<file path="src/rtl/blkic_pkg.sv">
`default_nettype none

package blkic_pkg;

  localparam int unsigned LEVEL_BITS = 16;
  // Signed working width for level arithmetic: room for level + step and a borrow
  localparam int unsigned LVL_SW = LEVEL_BITS + 3;
  localparam int unsigned IDLE_W = 16;
  localparam int unsigned PCT_W = 7;
  localparam int unsigned SPAN_W = LEVEL_BITS + PCT_W;

  localparam logic [15:0] LEVEL_CAP = 16'((32'd1 << LEVEL_BITS) - 32'd1);

  localparam logic [15:0]       RST_MAX_LEVEL = 16'd2047;
  localparam logic [PCT_W-1:0]  RST_STEP_PCT  = 7'd10;
  localparam logic [PCT_W-1:0]  DEFAULT_STEP  = 7'd10;
  localparam logic [IDLE_W-1:0] RST_IDLE_SEC  = 16'd300;
  localparam logic [IDLE_W-1:0] IDLE_SAT      = 16'hFFFF;

  localparam logic [LEVEL_BITS-1:0] RST_LEVEL =
    (RST_MAX_LEVEL > LEVEL_CAP) ? LEVEL_CAP[LEVEL_BITS-1:0] : RST_MAX_LEVEL[LEVEL_BITS-1:0];

  // x/100 as (x * recip) >> shift; exact over the full input range of each use
  localparam int unsigned LO_SHIFT    = 23;
  localparam logic [16:0] LO_RECIP    = 17'd83887;
  localparam int unsigned DELTA_SHIFT = 30;
  localparam logic [23:0] DELTA_RECIP = 24'd10737419;

  typedef enum logic [1:0] {
    MODE_TICK  = 2'd0,
    MODE_KEY   = 2'd1,
    MODE_TOUCH = 2'd2
  } mode_e;

  typedef enum logic [1:0] {
    KEY_OTHER    = 2'd0,
    KEY_VOL_UP   = 2'd1,
    KEY_VOL_DOWN = 2'd2,
    KEY_PWR      = 2'd3
  } key_e;

  typedef enum logic [1:0] {
    CFG_MAX_LEVEL    = 2'd0,
    CFG_STEP_PERCENT = 2'd1,
    CFG_IDLE_SECONDS = 2'd2
  } cfg_idx_e;

  // Limits derived from the configuration registers; a step above 100 percent
  // can exceed full scale, so delta carries one extra bit
  typedef struct packed {
    logic [LEVEL_BITS-1:0] hi;
    logic [LEVEL_BITS-1:0] lo;
    logic [LEVEL_BITS:0]   delta;
    logic [IDLE_W-1:0]     idle_lim;
  } lim_t;

  typedef struct packed {
    logic [LEVEL_BITS-1:0] cur;
    logic                  off;
    logic [LEVEL_BITS-1:0] saved;
    logic [IDLE_W-1:0]     idle;
  } state_t;

  typedef struct packed {
    logic [LEVEL_BITS-1:0] level;
    logic                  off;
    logic                  changed;
  } result_t;

endpackage

`default_nettype wire

</file>
<file path="src/rtl/backlight_key_idle_controller_core.sv">
// Channel   Dir  Handshake                   Payload
// s_axis    in   s_axis_tvalid/tready        tdata: key_code, pressed; tuser: mode
// m_axis    out  m_axis_tvalid/tready        tdata: level, screen_off, level_changed
// cfg       in   cfg_valid_i/cfg_ready_o     cfg_index_i, cfg_data_i
//
// One item per cycle while the output is not stalled and no limits are settling: an
// item waits in the input register, the update logic runs once and the result
// register takes the item when the output is free. A stalled output holds the
// result and the input register, which backs up into s_axis_tready.
// After reset and after each configuration write the input side holds off
// while the step size and minimum level are recomputed.
`default_nettype none

module backlight_key_idle_controller_core import blkic_pkg::*; (
  input  wire logic        clk_i,
  input  wire logic        rst_ni,

  input  wire logic        s_axis_tvalid,
  output logic             s_axis_tready,
  input  wire logic [7:0]  s_axis_tdata,   // [1:0] key_code, [2] pressed
  input  wire logic [1:0]  s_axis_tuser,   // [1:0] mode

  output logic             m_axis_tvalid,
  input  wire logic        m_axis_tready,
  output logic [23:0]      m_axis_tdata,   // [15:0] level, [16] screen_off, [17] level_changed

  input  wire logic        cfg_valid_i,
  output logic             cfg_ready_o,
  input  wire logic [1:0]  cfg_index_i,
  input  wire logic [15:0] cfg_data_i
);

  lim_t    lim;
  logic    cfg_busy;

  logic    in_vld_q;
  logic [1:0] in_mode_q, in_key_q;
  logic    in_press_q;

  state_t  st_q, st_d;
  result_t res;
  result_t out_q;
  logic    out_vld_q;

  logic    adv;
  logic    s_acc;

  blkic_cfg u_cfg (
    .clk_i       (clk_i),
    .rst_ni      (rst_ni),
    .cfg_valid_i (cfg_valid_i),
    .cfg_index_i (cfg_index_i),
    .cfg_data_i  (cfg_data_i),
    .cfg_ready_o (cfg_ready_o),
    .busy_o      (cfg_busy),
    .lim_o       (lim)
  );

  blkic_step u_step (
    .st_i      (st_q),
    .lim_i     (lim),
    .mode_i    (in_mode_q),
    .key_i     (in_key_q),
    .pressed_i (in_press_q),
    .st_o      (st_d),
    .res_o     (res)
  );

  assign adv           = in_vld_q && (!out_vld_q || m_axis_tready);
  assign s_axis_tready = !cfg_busy && (!in_vld_q || adv);
  assign s_acc         = s_axis_tvalid && s_axis_tready;

  always_ff @(posedge clk_i or negedge rst_ni) begin
    if (!rst_ni) begin
      in_vld_q <= 1'b0;
    end else if (s_acc) begin
      in_vld_q <= 1'b1;
    end else if (adv) begin
      in_vld_q <= 1'b0;
    end
  end

  always_ff @(posedge clk_i) begin
    if (s_acc) begin
      in_mode_q  <= s_axis_tuser;
      in_key_q   <= s_axis_tdata[1:0];
      in_press_q <= s_axis_tdata[2];
    end
  end

  // Commit state as the item moves into the result register
  always_ff @(posedge clk_i or negedge rst_ni) begin
    if (!rst_ni) begin
      st_q.cur   <= RST_LEVEL;
      st_q.off   <= 1'b0;
      st_q.saved <= '0;
      st_q.idle  <= '0;
    end else if (adv) begin
      st_q <= st_d;
    end
  end

  always_ff @(posedge clk_i or negedge rst_ni) begin
    if (!rst_ni) begin
      out_vld_q <= 1'b0;
    end else if (adv) begin
      out_vld_q <= 1'b1;
    end else if (m_axis_tready) begin
      out_vld_q <= 1'b0;
    end
  end

  always_ff @(posedge clk_i) begin
    if (adv) begin
      out_q <= res;
    end
  end

  assign m_axis_tvalid = out_vld_q;
  assign m_axis_tdata  = {6'b0, out_q.changed, out_q.off, 16'(out_q.level)};

  // An off screen always drives level zero
  assert property (@(posedge clk_i) disable iff (!rst_ni)
    st_q.off |-> (st_q.cur == '0))
    else $error("screen off with nonzero level");

  assert property (@(posedge clk_i) disable iff (!rst_ni)
    (m_axis_tvalid && m_axis_tdata[16]) |-> (m_axis_tdata[15:0] == 16'd0))
    else $error("result shows screen off with nonzero level");

  // Turning off is always a panel write
  assert property (@(posedge clk_i) disable iff (!rst_ni)
    (adv && st_d.off && !st_q.off) |-> res.changed)
    else $error("turn-off without level write");

  assert property (@(posedge clk_i) disable iff (!rst_ni)
    cfg_busy |-> !s_axis_tready)
    else $error("input accepted while limits settle");

  // A visible-level move must be flagged as a write
  assert property (@(posedge clk_i) disable iff (!rst_ni)
    (adv && (st_d.cur != st_q.cur)) |-> res.changed)
    else $error("level moved without write flag");

endmodule

`default_nettype wire

</file>
<file path="src/rtl/blkic_cfg.sv">
`default_nettype none

module blkic_cfg import blkic_pkg::*; (
  input  wire logic        clk_i,
  input  wire logic        rst_ni,
  input  wire logic        cfg_valid_i,
  input  wire logic [1:0]  cfg_index_i,
  input  wire logic [15:0] cfg_data_i,
  output logic             cfg_ready_o,
  output logic             busy_o,
  output lim_t             lim_o
);

  logic [15:0]       max_q;
  logic [PCT_W-1:0]  step_q;
  logic [IDLE_W-1:0] idle_q;
  logic [1:0]        busy_q, busy_d;

  logic [LEVEL_BITS-1:0]    eff_max;
  logic [PCT_W-1:0]         pct;
  logic [LEVEL_BITS-1:0]    hi1_q;
  logic [SPAN_W-1:0]        span_q;
  logic [LEVEL_BITS+16:0]   lo_prod_q;
  logic [SPAN_W+23:0]       delta_prod;
  logic [LEVEL_BITS-1:0]    lo_raw;
  lim_t                     lim_q;

  logic wr;

  assign cfg_ready_o = 1'b1;
  assign wr = cfg_valid_i && cfg_ready_o;

  always_ff @(posedge clk_i or negedge rst_ni) begin
    if (!rst_ni) begin
      max_q  <= RST_MAX_LEVEL;
      step_q <= RST_STEP_PCT;
      idle_q <= RST_IDLE_SEC;
    end else if (wr) begin
      case (cfg_idx_e'(cfg_index_i))
        CFG_MAX_LEVEL:    max_q  <= cfg_data_i;
        CFG_STEP_PERCENT: step_q <= cfg_data_i[PCT_W-1:0];
        CFG_IDLE_SECONDS: idle_q <= cfg_data_i;
        default: ;
      endcase
    end
  end

  // Derived limits settle through the first-stage registers and lim_q after a write; hold the input side until then
  always_comb begin
    busy_d = busy_q;
    if (wr) begin
      busy_d = 2'd2;
    end else if (busy_q != 2'd0) begin
      busy_d = busy_q - 2'd1;
    end
  end

  always_ff @(posedge clk_i or negedge rst_ni) begin
    if (!rst_ni) begin
      busy_q <= 2'd2;
    end else begin
      busy_q <= busy_d;
    end
  end

  assign busy_o = (busy_q != 2'd0);

  assign eff_max = (max_q > LEVEL_CAP) ? LEVEL_CAP[LEVEL_BITS-1:0] : max_q[LEVEL_BITS-1:0];
  assign pct     = (step_q == '0) ? DEFAULT_STEP : step_q;

  always_ff @(posedge clk_i) begin
    hi1_q     <= eff_max;
    span_q    <= SPAN_W'(eff_max) * SPAN_W'(pct);
    lo_prod_q <= (LEVEL_BITS+17)'(eff_max) * (LEVEL_BITS+17)'(LO_RECIP);
  end

  assign delta_prod = (SPAN_W+24)'(span_q) * (SPAN_W+24)'(DELTA_RECIP);
  assign lo_raw     = lo_prod_q[LO_SHIFT +: LEVEL_BITS];

  always_ff @(posedge clk_i) begin
    lim_q.hi       <= hi1_q;
    lim_q.lo       <= (lo_raw == '0) ? LEVEL_BITS'(1) : lo_raw;
    lim_q.delta    <= delta_prod[DELTA_SHIFT +: LEVEL_BITS+1];
    lim_q.idle_lim <= idle_q;
  end

  assign lim_o = lim_q;

endmodule

`default_nettype wire

</file>
<file path="src/rtl/blkic_step.sv">
`default_nettype none

module blkic_step import blkic_pkg::*; (
  input  wire state_t     st_i,
  input  wire lim_t       lim_i,
  input  wire logic [1:0] mode_i,
  input  wire logic [1:0] key_i,
  input  wire logic       pressed_i,
  output state_t          st_o,
  output result_t         res_o
);

  function automatic logic [LEVEL_BITS-1:0] clamp_lvl(
    input logic signed [LVL_SW-1:0] want,
    input logic [LEVEL_BITS-1:0]    hi,
    input logic [LEVEL_BITS-1:0]    lo
  );
    logic signed [LVL_SW-1:0] w;
    w = want;
    if (w > signed'(LVL_SW'(hi))) w = signed'(LVL_SW'(hi));
    if (w < signed'(LVL_SW'(lo))) w = signed'(LVL_SW'(lo));
    return w[LEVEL_BITS-1:0];
  endfunction

  logic [LEVEL_BITS-1:0]    on_lvl;
  logic [LEVEL_BITS-1:0]    base;
  logic                     base_chg;
  logic signed [LVL_SW-1:0] base_s, delta_s;
  logic [LEVEL_BITS-1:0]    up_lvl, dn_lvl, vol_lvl;
  logic [IDLE_W-1:0]        idle_inc;
  logic                     changed;

  // Restore path: saved level reapplied under the current limits
  assign on_lvl   = clamp_lvl(signed'(LVL_SW'(st_i.saved)), lim_i.hi, lim_i.lo);
  assign base     = st_i.off ? on_lvl : st_i.cur;
  assign base_chg = st_i.off && (on_lvl != st_i.cur);
  assign base_s   = signed'(LVL_SW'(base));
  assign delta_s  = signed'(LVL_SW'(lim_i.delta));
  assign up_lvl   = clamp_lvl(base_s + delta_s, lim_i.hi, lim_i.lo);
  assign dn_lvl   = clamp_lvl(base_s - delta_s, lim_i.hi, lim_i.lo);
  assign vol_lvl  = (key_e'(key_i) == KEY_VOL_UP) ? up_lvl : dn_lvl;
  assign idle_inc = (st_i.idle == IDLE_SAT) ? st_i.idle : st_i.idle + IDLE_W'(1);

  always_comb begin
    st_o    = st_i;
    changed = 1'b0;
    case (mode_e'(mode_i))
      MODE_TICK: begin
        st_o.idle = idle_inc;
        if ((lim_i.idle_lim != '0) && !st_i.off && (idle_inc >= lim_i.idle_lim)) begin
          st_o.saved = st_i.cur;
          st_o.off   = 1'b1;
          st_o.cur   = '0;
          changed    = 1'b1;
        end
      end
      MODE_KEY: begin
        st_o.idle = '0;
        if (pressed_i) begin
          case (key_e'(key_i))
            KEY_VOL_UP, KEY_VOL_DOWN: begin
              st_o.off = 1'b0;
              st_o.cur = vol_lvl;
              changed  = base_chg || (vol_lvl != base);
            end
            KEY_PWR: begin
              if (st_i.off) begin
                st_o.off = 1'b0;
                st_o.cur = on_lvl;
                changed  = base_chg;
              end else begin
                st_o.saved = st_i.cur;
                st_o.off   = 1'b1;
                st_o.cur   = '0;
                changed    = 1'b1;
              end
            end
            default: ;
          endcase
        end
      end
      MODE_TOUCH: begin
        st_o.idle = '0;
        if (st_i.off) begin
          st_o.off = 1'b0;
          st_o.cur = on_lvl;
          changed  = base_chg;
        end
      end
      default: ;
    endcase
  end

  assign res_o.level   = st_o.cur;
  assign res_o.off     = st_o.off;
  assign res_o.changed = changed;

endmodule

`default_nettype wire
</file>
<file path="config.mk">
export PLATFORM = sky130hd
export DESIGN_NAME = backlight_key_idle_controller_core
export DESIGN_NICKNAME = d
export VERILOG_FILES = /design/src/rtl/blkic_pkg.sv /design/src/rtl/backlight_key_idle_controller_core.sv /design/src/rtl/blkic_cfg.sv /design/src/rtl/blkic_step.sv
export SDC_FILE = /design/constraint.sdc
export NUM_CORES = 2
export LEC_CHECK = 0
export ABC_AREA = 1
export BUFFER_PORTS_ARGS = -buffer_cell sky130_fd_sc_hd__buf_2
export CORE_ASPECT_RATIO = 1.1
export CORE_MARGIN = 3
export CORE_UTILIZATION = 30
export DETAILED_ROUTE_END_ITERATION = 16
export PLACE_DENSITY = 0.56
export SLEW_MARGIN = 5
export SYNTH_ARGS = -nofsm -noshare
export SYNTH_HDL_FRONTEND = slang
export SYNTH_SLANG_ARGS = --single-unit
</file>
<file path="constraint.sdc">
create_clock -name clk_i -period 20.5 [get_ports clk_i]
set_input_delay 3.075 -clock clk_i [delete_from_list [all_inputs] [get_ports clk_i]]
set_output_delay 3.075 -clock clk_i [all_outputs]
set_load 0.02 [all_outputs]
</file>
==> impl_metrics.toml <==
[run_status]
status = "complete, no violations"

[placement]
gp_congestion = 0.8718
placed_cells = 4979
io_buffers = 47
dp_slack_ps = 8123
hpwlAfterDp_um = 65820

[synth]
yosysTopAreaCellShare_pct = 23.69
syn_inst = 3642
synth-seq-area-share_pct = 16.88
synth_commonest_cells = "inv_1, nand2_1, ha_1"
syn_avg_cell_area_um2 = 8.446
yosys_warnings = 0
synth_edf_count = 23
yosysTopAreaCell = "fa_1"
async_reset_ff_share_pct = 41.26
syn-cell-area_mm2 = 0.03076
synth_area_leaders = "fa_1, ha_1, inv_1"
synth.most_common_cell = "inv_1"
ys_ff_latch = 223
synth_cell_types = 59
synth_ff_type = "dfxtp_1"

[critical_path]
required_ps = 20800
regToRegStartpoint = "u_cfg.lim_o[62]$_DFF_P_"
max_stage_delay_ps = 630
ff2ff_path_depth = 58
crit_top_cell = "nand2_1"
crit_fanout = 31
cp-end-kind = "flip-flop"
crit_path_top_delay_cell = "nor2_1"
worstPathArrival_ps = 12950
path_class = "flip-flop to flip-flop"
startpoint_type = "flip-flop"
timing.rr.end = "m_axis_tdata[17]$_SDFFCE_PP0P_"
r2r_slack_ps = 7850

[die]
core_area_mm2 = 0.1012
die_area_mm2 = 0.1064
num_rows = 122
io_pins = 60
dieWidth_um = 311.3
start_util_pct = 30.39
die_y_um = 341.8

[cells_and_area]
finalNetCount = 4589
drive_gt1_share_pct = 5.154
fillers = 10580
final_util_pct = 32.95
areaGrowthSynthToFinish_pct = 8.404
fin_cells = 5031
n_antenna_cell = 0

[timing]
final-hold-violation-count = 0
fin_crit_sh_pct = 61.70
worst_slack_ps = 7851
fmax_mhz = 79.06
min_period_ps = 12650
rsz0062_at_grt = "false"
setup_violations = 0
tns_ps = 0
drv_slew = 0
tightest_slew_ps = 1126
finClkSkew_ps = 20.30
slew_headroom_pct = 24.69

[grt]
antenna_found_initial = 0
grt_max_degree = 72
grt_pass1_wl_um = 129200
grt_overflow_total = 0
track_usage_pct = 15.06
grt_pass1_vias = 24220

[drt]
final_antenna_net_count = 0
drt_pass1_iterations = 5
drt_iter0_markers = 1318
viasPerCell = 4.623
drc = 0
wirelength_um = 78910
via_count = 23260
wl_per_cell_um = 15.68

[clock_network]
path_clk_slew_ps = 60
clock_path_buffers = 3
cts_resized = 0
clock-sinks = 223
cts_tree = "built"
h-tree-depth = 1
cts-root-buf = "clkbuf_16"
ctsHoldBuffers = 0
cts_made_buffers = 28
postCtsSetupBuffers = 0
clkLatencyLatePin_ps = 580

[min_path]
whs_endpoint = "u_cfg.lim_o[59]$_DFF_P_"
min_path_type = "flip-flop to flip-flop"
worstHoldPathCells = 0
hp-start = "u_cfg.hi1_q[10]$_DFF_P_"

[flow_run]
cap_violations = 0
==> worst max-delay path by stage <==
stage | startpoint | endpoint | slack, ps | cells after the start
final | u_cfg.lim_o[62]$_DFF_P_ | m_axis_tdata[17]$_SDFFCE_PP0P_ | 7850 | 58
after global routing | u_cfg.lim_o[62]$_DFF_P_ | m_axis_tdata[17]$_SDFFCE_PP0P_ | 6690 | 58
after CTS | u_cfg.lim_o[62]$_DFF_P_ | m_axis_tdata[17]$_SDFFCE_PP0P_ | 8080 | 58
after detailed placement | u_cfg.lim_o[62]$_DFF_P_ | m_axis_tdata[17]$_SDFFCE_PP0P_ | 8120 | 58
after global placement | u_cfg.lim_o[62]$_DFF_P_ | m_axis_tdata[17]$_SDFFCE_PP0P_ | 8200 | 60
after floorplan | u_cfg.lim_o[64]$_DFF_P_ | m_axis_tdata[17]$_SDFFCE_PP0P_ | 12230 | 67
==> per-layer routing <==
layer | global-route usage [%] | share of wire [%] | up-vias
li1 | - | - | 11570
met2 | 26.00 | 48 | 395
met4 | 3.893 | 2.6 | 0
met3 | 1.441 | 3.7 | 103
met5 | 0 | 0 | -
met1 | 20.21 | 46 | 11190
==> state kept, by name (all words and copies together), names as in the netlist <==
| name | cells |
|---|---|
| u_cfg.hi1_q | 16 |
| u_cfg.lim_o | 59 |
| u_cfg.idle_q | 16 |
| u_cfg.span_q | 23 |
| m_axis_tdata | 18 |
| u_cfg.max_q | 16 |
| u_cfg.busy_q | 2 |
| st_q | 49 |
| in_press_q | 1 |
| in_vld_q | 1 |
| in_mode_q | 2 |
| u_cfg.step_q | 7 |
| in_key_q | 2 |
| m_axis_tvalid | 1 |
| u_cfg.lo_prod_q | 10 |
==> critical path: cells and delay by family, from the launching register on <==
kind            cells  cell delay [ps]
compound gates     13             3060
simple gates       33             5880
fa+ha+maj           5             1780
flops               1              450
buf+inv             6              910
xor+xnor            1              250
==> cell families after synthesis <==
group,after synthesis,synth area share [%]
compound gates,492,9.063
xor+xnor,94,2.701
fa+ha+maj,911,45.94
buf+inv,893,11.19
flops,223,16.88
mux,3,0.1098
other cells,2,0.02442
simple gates,1024,14.09
==> placed cells by master, fill, tap and decap left out, drive strengths merged, types with 10 or more instances in the layout <==
cell / instances
edfxtp: 23
nor2: 179
xnor2: 19
inv: 809
o2111ai: 10
nand4: 17
o21a: 12
nand2: 591
a21oi: 194
fa: 364
nand3: 198
dfstp: 29
dfrtp: 63
clkbuf: 36
a31oi: 16
o211ai: 26
xor2: 75
buf: 58
o21ai: 175
ha: 547
o22ai: 12
nor3: 21
dfxtp: 108
==> area by class of cell <==
class / count / area (µm²) / share of cell area (%)
Sequential cell: 223 / 5191 / 15.57
Tap cell: 1364 / 1707 / 5.118
Inverter: 803 / 3014 / 9.039
Clock buffer: 36 / 825.8 / 2.477
Timing Repair Buffer: 58 / 320.3 / 0.9606
Clock inverter: 16 / 137.6 / 0.4128
Multi-Input combinational cell: 2531 / 22150 / 66.42
==> stage by stage <==
stage | instance area [µm²] | hold WS (ps)
final | 33340 | 318.5
after global routing | 33340 | 327.0
after CTS | 33340 | 323.2
after detailed placement | 32380 | 312.1
after global placement | 32380 | 310.7
after floorplan | 30780 | 309.6
Power is not shown: default switching activity piles up to over one toggle a cycle in this logic, so the estimate is an artifact.
